<file path="config.mk">
export PLATFORM = sky130hd
export DESIGN_NAME = six_axis_servo_slew_limiter
export DESIGN_NICKNAME = d
export VERILOG_FILES = /design/src/sv/ssl_pkg.sv /design/src/sv/ssl_axis.sv /design/src/sv/six_axis_servo_slew_limiter.sv
export SDC_FILE = /design/constraint.sdc
export NUM_CORES = 1
export LEC_CHECK = 0
export BUFFER_PORTS_ARGS = -buffer_cell sky130_fd_sc_hd__buf_2
export CAP_MARGIN = 20
export CORE_MARGIN = 8
export CORE_UTILIZATION = 30
export DETAILED_ROUTE_END_ITERATION = 10
export GPL_TIMING_DRIVEN = 0
export SYNTH_ARGS = -nofsm -noshare
export SYNTH_HDL_FRONTEND = slang
export SYNTH_SLANG_ARGS = --single-unit
export TNS_END_PERCENT = 1
</file>
<file path="constraint.sdc">
create_clock -name clock -period 7.23 [get_ports clock]
set_input_delay 0.723 -clock clock [delete_from_list [all_inputs] [get_ports clock]]
set_output_delay 0.723 -clock clock [all_outputs]
set_load 0.03 [all_outputs]
</file>
<file path="src/sv/ssl_pkg.sv">
// Shared types, constants and helpers for the six-axis servo slew limiter.
`timescale 1ns / 1ps

package ssl_pkg;

   localparam int AXES = 6;

   // Request kinds carried on req_cmd
   localparam logic CMD_MOVE = 1'b0;
   localparam logic CMD_TICK = 1'b1;

   // Step interval range, in ticks
   localparam logic [7:0] IVAL_MIN = 8'd10;
   localparam logic [7:0] IVAL_MAX = 8'd30;

   typedef logic [7:0] deg_type;
   typedef logic [4:0] ival_type;

   // Per-axis status from one axis stepper
   typedef struct packed {
      logic moved;
      logic arrived;
   } axis_stat_type;

   // Axis order: base, shoulder, elbow, wrist rotation, wrist vertical, gripper
   localparam deg_type LO_LIM [AXES] = '{8'd0, 8'd15, 8'd0, 8'd0, 8'd0, 8'd10};
   localparam deg_type HI_LIM [AXES] = '{8'd180, 8'd165, 8'd180, 8'd180, 8'd180, 8'd73};
   localparam deg_type HOME_POS [AXES] = '{8'd90, 8'd45, 8'd180, 8'd90, 8'd180, 8'd10};

   // Clamp a signed 10-bit target into [lo, hi]
   function automatic deg_type clamp_deg(input logic signed [9:0] v,
                                         input deg_type lo, input deg_type hi);
      logic signed [9:0] lo_s;
      logic signed [9:0] hi_s;
      lo_s = signed'({2'b00, lo});
      hi_s = signed'({2'b00, hi});
      if (v < lo_s) begin
         return lo;
      end else if (v > hi_s) begin
         return hi;
      end else begin
         return v[7:0];
      end
   endfunction

   // Clamp the requested step interval into the legal tick range
   function automatic ival_type clamp_ival(input logic [7:0] v);
      logic [7:0] c;
      c = v;
      if (c > IVAL_MAX) c = IVAL_MAX;
      if (c < IVAL_MIN) c = IVAL_MIN;
      return c[4:0];
   endfunction

endpackage

</file>
<file path="src/sv/ssl_axis.sv">
// One-degree stepper for a single servo axis.
`timescale 1ns / 1ps

module ssl_axis (
   input  ssl_pkg::deg_type       pos,
   input  ssl_pkg::deg_type       tgt,
   output ssl_pkg::deg_type       pos_next,
   output ssl_pkg::axis_stat_type stat
);

   // Move one degree toward the target, hold when there
   always_comb begin
      if (pos < tgt) begin
         pos_next = pos + 8'd1;
      end else if (pos > tgt) begin
         pos_next = pos - 8'd1;
      end else begin
         pos_next = pos;
      end
      stat.moved   = (pos != tgt);
      stat.arrived = (pos_next == tgt);
   end

endmodule

</file>
<file path="src/sv/six_axis_servo_slew_limiter.sv">
// Top level of the six-axis servo slew limiter.
`timescale 1ns / 1ps

// Six-axis servo slew limiter. A move request (req_cmd = 0) clamps the six
// joint targets to their axis limits and the step interval to 10..30 ticks,
// and starts a move; it produces no response. A tick request (req_cmd = 1)
// counts down the interval, and on every interval-th tick each axis not yet
// at its target steps one degree toward it, producing one response with the
// six post-step positions, the moved mask and done_res. Ticks that do not
// step, and ticks while idle, produce no response. While req_ready is high,
// one request is taken per clock: the state update and response are computed
// in one pass and the response lands in the output register at the same edge,
// so it is visible the cycle after its tick. req_ready drops only while an
// earlier response is held in the output register and rsp_ready is low.

module six_axis_servo_slew_limiter (
   input  logic       clock,
   input  logic       reset,
   input  logic       req_valid,
   output logic       req_ready,
   input  logic       req_cmd,
   input  logic [7:0] req_step_interval,
   input  logic signed [9:0] req_target_base,
   input  logic signed [9:0] req_target_shoulder,
   input  logic signed [9:0] req_target_elbow,
   input  logic signed [9:0] req_target_wrist_rotation,
   input  logic signed [9:0] req_target_wrist_vertical,
   input  logic signed [9:0] req_target_gripper,
   output logic       rsp_valid,
   input  logic       rsp_ready,
   output logic [7:0] rsp_pos_base,
   output logic [7:0] rsp_pos_shoulder,
   output logic [7:0] rsp_pos_elbow,
   output logic [7:0] rsp_pos_wrist_rotation,
   output logic [7:0] rsp_pos_wrist_vertical,
   output logic [7:0] rsp_pos_gripper,
   output logic [5:0] rsp_moved_mask,
   output logic       rsp_done_res
);

   ssl_pkg::deg_type  pos_ff [ssl_pkg::AXES];
   ssl_pkg::deg_type  pos_in [ssl_pkg::AXES];
   ssl_pkg::deg_type  tgt_ff [ssl_pkg::AXES];
   ssl_pkg::deg_type  tgt_in [ssl_pkg::AXES];
   ssl_pkg::deg_type  pos_step [ssl_pkg::AXES];
   ssl_pkg::deg_type  tgt_req [ssl_pkg::AXES];
   ssl_pkg::axis_stat_type stat [ssl_pkg::AXES];
   logic signed [9:0] req_tgt [ssl_pkg::AXES];

   ssl_pkg::ival_type interval_ff, interval_in, ival_req;
   logic [4:0]        countdown_ff, countdown_in;
   logic              moving_ff, moving_in;

   logic              rsp_valid_ff, rsp_valid_in;
   ssl_pkg::deg_type  rsp_pos_ff [ssl_pkg::AXES];
   logic [5:0]        rsp_mask_ff, rsp_mask_in;
   logic              rsp_done_ff, rsp_done_in;

   logic              req_fire;
   logic              is_move;
   logic              step_fire;
   logic              all_done;

   // Accept whenever the output register is free or draining this cycle
   assign req_ready = !rsp_valid_ff || rsp_ready;
   assign req_fire  = req_valid && req_ready;
   assign is_move   = (req_cmd == ssl_pkg::CMD_MOVE);
   assign step_fire = req_fire && !is_move && moving_ff && (countdown_ff == 5'd0);

   assign req_tgt[0] = req_target_base;
   assign req_tgt[1] = req_target_shoulder;
   assign req_tgt[2] = req_target_elbow;
   assign req_tgt[3] = req_target_wrist_rotation;
   assign req_tgt[4] = req_target_wrist_vertical;
   assign req_tgt[5] = req_target_gripper;

   assign ival_req = ssl_pkg::clamp_ival(req_step_interval);

   // Per-axis clamp and stepper
   for (genvar i = 0; i < ssl_pkg::AXES; i++) begin : g_axis
      assign tgt_req[i] = ssl_pkg::clamp_deg(req_tgt[i], ssl_pkg::LO_LIM[i],
                                             ssl_pkg::HI_LIM[i]);
      ssl_axis u_axis (
         .pos      (pos_ff[i]),
         .tgt      (tgt_ff[i]),
         .pos_next (pos_step[i]),
         .stat     (stat[i])
      );
      assign rsp_mask_in[i] = stat[i].moved;
   end

   always_comb begin
      all_done = 1'b1;
      for (int i = 0; i < ssl_pkg::AXES; i++) begin
         all_done = all_done && stat[i].arrived;
      end
   end

   assign rsp_done_in = all_done;

   // Next-state logic for the move state
   always_comb begin
      interval_in  = interval_ff;
      countdown_in = countdown_ff;
      moving_in    = moving_ff;
      for (int i = 0; i < ssl_pkg::AXES; i++) begin
         pos_in[i] = pos_ff[i];
         tgt_in[i] = tgt_ff[i];
      end
      if (req_fire && is_move) begin
         interval_in  = ival_req;
         countdown_in = ival_req - 5'd1;
         moving_in    = 1'b1;
         for (int i = 0; i < ssl_pkg::AXES; i++) begin
            tgt_in[i] = tgt_req[i];
         end
      end else if (step_fire) begin
         countdown_in = interval_ff - 5'd1;
         moving_in    = !all_done;
         for (int i = 0; i < ssl_pkg::AXES; i++) begin
            pos_in[i] = pos_step[i];
         end
      end else if (req_fire && moving_ff) begin
         countdown_in = countdown_ff - 5'd1;
      end
   end

   // Output register valid
   always_comb begin
      if (step_fire) begin
         rsp_valid_in = 1'b1;
      end else if (rsp_ready) begin
         rsp_valid_in = 1'b0;
      end else begin
         rsp_valid_in = rsp_valid_ff;
      end
   end

   // State registers
   always_ff @(posedge clock) begin
      if (reset) begin
         interval_ff  <= ssl_pkg::IVAL_MIN[4:0];
         countdown_ff <= 5'd0;
         moving_ff    <= 1'b0;
         rsp_valid_ff <= 1'b0;
         for (int i = 0; i < ssl_pkg::AXES; i++) begin
            pos_ff[i] <= ssl_pkg::HOME_POS[i];
            tgt_ff[i] <= ssl_pkg::HOME_POS[i];
         end
      end else begin
         interval_ff  <= interval_in;
         countdown_ff <= countdown_in;
         moving_ff    <= moving_in;
         rsp_valid_ff <= rsp_valid_in;
         for (int i = 0; i < ssl_pkg::AXES; i++) begin
            pos_ff[i] <= pos_in[i];
            tgt_ff[i] <= tgt_in[i];
         end
      end
   end

   // Response payload, loaded on a stepping tick
   always_ff @(posedge clock) begin
      if (step_fire) begin
         rsp_mask_ff <= rsp_mask_in;
         rsp_done_ff <= rsp_done_in;
         for (int i = 0; i < ssl_pkg::AXES; i++) begin
            rsp_pos_ff[i] <= pos_step[i];
         end
      end
   end

   assign rsp_valid              = rsp_valid_ff;
   assign rsp_pos_base           = rsp_pos_ff[0];
   assign rsp_pos_shoulder       = rsp_pos_ff[1];
   assign rsp_pos_elbow          = rsp_pos_ff[2];
   assign rsp_pos_wrist_rotation = rsp_pos_ff[3];
   assign rsp_pos_wrist_vertical = rsp_pos_ff[4];
   assign rsp_pos_gripper        = rsp_pos_ff[5];
   assign rsp_moved_mask         = rsp_mask_ff;
   assign rsp_done_res           = rsp_done_ff;

`ifndef SYNTHESIS
   // Positions never leave the axis limits
   for (genvar i = 0; i < ssl_pkg::AXES; i++) begin : g_chk
      a_pos_range: assert property (@(posedge clock) disable iff (reset)
         (pos_ff[i] >= ssl_pkg::LO_LIM[i]) && (pos_ff[i] <= ssl_pkg::HI_LIM[i]))
         else $error("axis position outside its limits");
   end

   // Interval stays in the legal range
   a_ival_range: assert property (@(posedge clock) disable iff (reset)
      (interval_ff >= ssl_pkg::IVAL_MIN[4:0]) && (interval_ff <= ssl_pkg::IVAL_MAX[4:0]))
      else $error("step interval out of range");

   // Countdown is always below the interval during a move
   a_countdown: assert property (@(posedge clock) disable iff (reset)
      moving_ff |-> (countdown_ff < interval_ff))
      else $error("countdown not below interval");

   // A new response only comes from a tick during an active move
   a_rsp_src: assert property (@(posedge clock) disable iff (reset)
      (rsp_valid_ff && !$past(rsp_valid_ff)) |-> $past(moving_ff))
      else $error("response produced while idle");
`endif

endmodule

</file>
Word-level counts from Yosys, hierarchy flattened
Memory sizes are Yosys's and may differ from the RTL's.
Cells that the tools add are included.
{"block": "op_classes", "eq_ne": 12, "n_mux": 53, "bitwise": 13, "n_lt_le_gt_ge": 26, "add_sub_neg": 15, "reduce_logical": 18}
{"operator": "$mux 8", "n": 37}
{"operator": "$mux 48", "n": 3}
{"operator": "$gt 10x9->1 const B", "n": 5}
{"operator": "$add 8x1->8 const B", "n": 6}
{"operator": "$eq 8x8->1", "n": 6}
{"operator": "$gt 8x8->1", "n": 6}
{"operator": "$lt 8x8->1", "n": 6}
{"operator": "$ne 8x8->1", "n": 6}
{"operator": "$sub 8x1->8 const B", "n": 6}
{"operator": "$lt 10x1->1 const B", "n": 4}
{"operator": "$lt 10x5->1 const B", "n": 2}
{"operator": "$mux 5", "n": 4}
{"operator": "$sub 5x1->5 const B", "n": 3}
{"operator": "$or 1x1->1", "n": 12}
{"operator": "$logic_and 1x1->1", "n": 11}
{"operator": "$gt 10x8->1 const B", "n": 1}
{"operator": "$mux 1", "n": 9}
{"operator": "$gt 8x5->1 const B", "n": 1}
{"operator": "$lt 8x4->1 const B", "n": 1}
{"operator": "$logic_not 5->1", "n": 1}
{"operator": "$reduce_bool 2->1", "n": 2}
{"operator": "$reduce_bool 3->1", "n": 1}
{"operator": "$logic_not 1->1", "n": 2}
{"operator": "$logic_or 1x1->1", "n": 1}
{"operator": "$not 1->1", "n": 1}
{"block": "word_totals", "in_bits": 73, "regBits": 19, "ram_bits": 144, "word_cells": 146, "out_inout_bits": 57, "mem_count": 3}
{"name": "pos_ff", "depth": 6, "width": 8, "read_ports": 6, "rd_clocked_by_memory_dff": 0, "write_ports": 6, "line_no": "six_axis_servo_slew_limiter.sv:41", "text": "ssl_pkg::deg_type pos_ff [ssl_pkg::AXES];"}
{"name": "rsp_pos_ff", "depth": 6, "width": 8, "read_ports": 6, "rd_clocked_by_memory_dff": 0, "write_ports": 6, "line_no": "six_axis_servo_slew_limiter.sv:55", "text": "ssl_pkg::deg_type rsp_pos_ff [ssl_pkg::AXES];"}
{"name": "tgt_ff", "depth": 6, "width": 8, "read_ports": 6, "rd_clocked_by_memory_dff": 0, "write_ports": 6, "line_no": "six_axis_servo_slew_limiter.sv:43", "text": "ssl_pkg::deg_type tgt_ff [ssl_pkg::AXES];"}

Depth between registers and ports, before layout
{"block": "depth", "depth_word": 12, "depth_mapped": 15, "ltp_nobuf": 13}

Cells and area by module
From an unflattened synthesis, not the netlist that was laid out.
{"block": "unflattened", "cells_unflattened": 1183, "hier_area_um2": 10692.8}
{"module": "six_axis_servo_slew_limiter", "cells_per_inst": 573, "n_inst": 1, "area_per_inst_um2": 5992.0, "seq_area_each_um2": 3813.7}
{"module": "ssl_axis (g_axis[1].u_axis ...)", "cells_per_inst": 106, "n_inst": 5, "area_per_inst_um2": 812.0, "seq_area_each_um2": 0.0}
{"module": "ssl_axis (g_axis[0].u_axis)", "cells_per_inst": 80, "n_inst": 1, "area_per_inst_um2": 640.6, "seq_area_each_um2": 0.0}

Least setup slack after synthesis
No wires, ideal clock.
{"block": "synth_timing", "path_type": "input to register", "start": "input rsp_ready", "end": "register rsp_done_ff (netlist: rsp_done_res) (enable)", "t_arrival_ns": 3.395, "path_buffers": 1, "cell_stages": 6, "setup_slack_ns": 3.393, "setup_time_ns": 0.442, "t_required_ns": 6.788, "cell_sequence": "nand2b_1 nand2_1 nor4_1 nand2_1 clkinv_1 buf_1"}
{"block": "synth_between", "elab_chain_len": 5}
{"element": "start, declared", "line_no": "six_axis_servo_slew_limiter.sv:30", "text": "input logic rsp_ready,"}
{"element": "$logic_or 1x1->1", "line_no": "six_axis_servo_slew_limiter.sv:65", "text": "assign req_ready = !rsp_valid_ff || rsp_ready;"}
{"element": "$logic_and 1x1->1", "line_no": "six_axis_servo_slew_limiter.sv:66", "text": "assign req_fire = req_valid && req_ready;"}
{"element": "$logic_and 1x1->1 (3 in a row)", "line_no": "six_axis_servo_slew_limiter.sv:68", "text": "assign step_fire = req_fire && !is_move && moving_ff && (countdown_ff == 5'd0);"}
{"element": "end signal, assigned", "line_no": "six_axis_servo_slew_limiter.sv:166", "text": "rsp_done_ff <= rsp_done_in;"}
{"element": "end, declared", "line_no": "six_axis_servo_slew_limiter.sv:57", "text": "logic rsp_done_ff, rsp_done_in;"}
No other way between the ends.
A chain may end at the register's enable or synchronous reset.

==> impl_results.md <==
* Post-route DRC at 0
* Post-synth EDFFs at 55
* Critical path, cell by cell: clkbuf_1 -> inv_1 -> ha_1 -> nand4_2 -> a21oi_2 -> nand2b_1 -> clkbuf_1 -> mux2_2 -> a221oi_1 -> nand4_1 -> or4_4 -> nor4_4 -> a221oi_2
* Largest net degree at the start of global routing at 36
* Final WL at 39.4 mm
* Commonest non-fill, non-tap cell in the layout: buf_2
* Yosys top cell area share at 0.200
* Reg2Reg Setup Slack at 2.66 ns
* Synthesized area at 10800 sq um
* Adder-cell share of the synthesized area at 0.0704
* Pins over their slew limit at 0
* Final-report setup violation count at 0
* # diodes at 0
* First-pass GRT wire length at 58.8 mm
* Netlist cell types at 85
* Initial drt markers at 848
* Comb pwr share at 0.199
* Critical Path Most Common Cell: clkbuf_1
* Sw Share at 0.306
* Hold_sp: interval_ff[1]
* Peak supply drop at 0.171 mV
* Ports at 130
* R2R Path Start: tgt_ff[5][7]
* Vias at 10300
* Synth Area in Compound Gates at 0.205
* Total CTS buffers at 17
* WP data required at 7.50 ns
* Hold-critical path depth at 1
* Post-CTS setup buffers at 0
* Hold EP: interval_ff[1]
* CP Launch Type: flop
* Fin crit period at 4.57 ns
* Syn Inst Count at 1248
* Max_cap viols at 0
* R2R depth at 13
* Final GP Congestion at 0.961
* Area delta synth->final at 17.1%
* Xor and xnor area share after synthesis at 0.0958
* ANT nets after route at 0
* Slowest CP cell: a21oi_2
* Final design utilization at 0.357
* Ys Warns at 0
* FFs w/ async S/R, synth at 0
* Arrival time worst endpoint at 4.84 ns
* Internal power at 1.68 mW
* Vias per cell at 5.49
* DP Cell Count at 1838
* Final setup TNS at 0 ns
* Total Routing Usage GR at 0.181
* Post-DP HPWL at 30.1 mm
* Worst reg2reg endpoint: moving_ff
* Post_cts resized at 0
* Die W at 206 um
* Clk_skew at 0.0148 ns
* Worst Tran Pin Value at 0.980 ns
* CTS Buffer Depth at 2
* P per Cell Area at 191 nW/um^2
* Initial antenna violation count at 1
* Synth area leaders: dfxtp_1, edfxtp_1, ha_1
* Static Leak at 4.97 nW
* FMAX at 0.219 GHz
* Clk pin slew, worst setup/hold paths at 0.06 ns
* Primary FF master, synth: dfxtp_1
* H-tree depth at 4
* Post-place setup slack at 2.75 ns
* Slew headroom at 0.347
* Detailed-route wire length per cell at 21.1 um
* Worst path top cell family by delay: simple AND/OR/NAND/NOR gates
* Die area at 42500 sq um
* Worst-path maximum fanout at 9
* Post-Synth Simple-Gate Area at 0.206
* Register area share after synthesis at 0.352
* Share of layout cells above drive strength 1 at 0.148
* Final hold vios at 0
* Yosys reg bits at 163
* Switching Power at 0.744 mW
* TritonCTS Sinks at 163
* Critical path class: reg -> reg
* Crit path largest cell delay at 0.53 ns
* Worst setup margin at 2.66 ns
* Hold Crit Class: reg -> reg
* Die height at 206 um
* Leading area contributor after synthesis: dfxtp_1
* Core area at 35600 sq um
* Final #Nets at 1530
* Worst-Skew Late Latency at 0.44 ns
* Fin cells at 1870
* CP bufs+invs at 3
* Router iterations before antenna repair at 6
* Mapped Nets at 1382
* Status: completed
* Hold Buf Count CTS at 0
* CTS tree: done
* Seq pwr share at 0.410
* Mean area per synthesized cell at 8.68 sq um
* Clock Tree Root: clkbuf_16
* Most frequent cells in the layout: buf_2, nor2_1, dfxtp_1
* Clock power frac at 0.391
* Initial Util at 0.305
* Site Rows at 69
* Grt ovf at 0
* Multiplexer area fraction after synthesis at 0.0200
* Tcrit/Tclk final at 0.631
* Vias in the first global route at 9912
* RSZ-0062 raised after global routing: no
* Combinational family with the most area after synthesis: simple AND/OR/NAND/NOR gates
* Launch point of the critical path: tgt_ff[5][7]
* Port bufs at 128
* CP endpoint kind: flop
==> area by class of cell <==
class	instances	area [sq um]
fillers	3728	22900
clock inverters	8	61.3
well taps	461	577
plain buffers	73	288
flip-flops and latches	163	3810
inverters	70	263
repair buffers	129	661
clock buffers	24	557
multi-input cells	942	6470
==> worst reg2reg max path: cells and delay by family, from the launching register on <==
| family | cells | cell delay (ns) |
|---|---|---|
| AO/OA/AOI/OAI | 3 | 1.06 |
| AND/OR/NAND/NOR | 5 | 1.49 |
| adder cells (fa/ha/maj) | 1 | 0.36 |
| buffers and inverters | 3 | 0.78 |
| multiplexers | 1 | 0.44 |
| flip-flops | 1 | 0.30 |
==> cells by family (layout without fill, tap and decap cells) <==
group,count (synthesis),in the layout
buf+inv,143,304
flops,163,163
compound gates,324,324
fa+ha+maj,61,61
xor+xnor,106,106
simple gates,431,431
mux,20,20
==> worst max-delay path by stage <==
stage | slack, ns | cells past startpoint | endpoint
floorplan | 3.39 | 6 | rsp_done_res
global placement | 2.17 | 7 | rsp_pos_ff[0][1]
detailed placement | 2.75 | 13 | moving_ff
CTS | 2.73 | 13 | moving_ff
global route | 2.51 | 13 | moving_ff
finish | 2.66 | 13 | moving_ff
==> power groups by stage <==
stage | Clock [mW] | Combinational [mW] | Sequential (mW)
3_5_place_dp | 0 | 0.471 | 1.02
2_1_floorplan | 0 | 0.303 | 1.02
4_1_cts | 0.968 | 0.475 | 0.996
3_3_place_gp | 0 | 0.468 | 1.02
5_1_grt | 0.996 | 0.519 | 0.999
6_report | 0.949 | 0.482 | 0.997
==> synth_stat cells, types with 22 or more instances <==
cell type and n:
xor2_1 41, nor3_1 58, nor2_1 112, ha_1 61, edfxtp_1 55, a21oi_1 89, xnor2_1 57, nand2_1 71
o21ai_0 49, nand3_1 35, clkbuf_1 61, inv_1 66, dfxtp_1 108, and3_1 22
==> metrics by stage <==
stage	hold slack (ns)	total power, mW	cell area, sq um
after detailed placement	0.471	1.49	12100
after CTS	0.486	2.44	12700
after floorplan	0.436	1.32	10800
after global routing	0.497	2.51	12700
after global placement	0.451	1.48	12100
final	0.490	2.43	12700
==> registers in the layout (all words and copies together), names as in the netlist <==
name            flops
countdown_ff        5
interval_ff         5
moving_ff           1
pos_ff             48
rsp_done_res        1
rsp_moved_mask      6
rsp_pos_ff         48
rsp_valid           1
tgt_ff             48
==> per-layer routing <==
| metal | vias up | wire length (um) | share of wire | track usage |
|---|---|---|---|---|
| met5 | - | 10 | 0.00025 | 0 |
| met4 | 2 | 1900 | 0.048 | 0.0882 |
| met3 | 98 | 2570 | 0.065 | 0.0375 |
| met2 | 400 | 18100 | 0.46 | 0.293 |
| met1 | 4901 | 16900 | 0.43 | 0.228 |
| li1 | 4860 | - | - | - |
(Power assumes the default switching activity.)
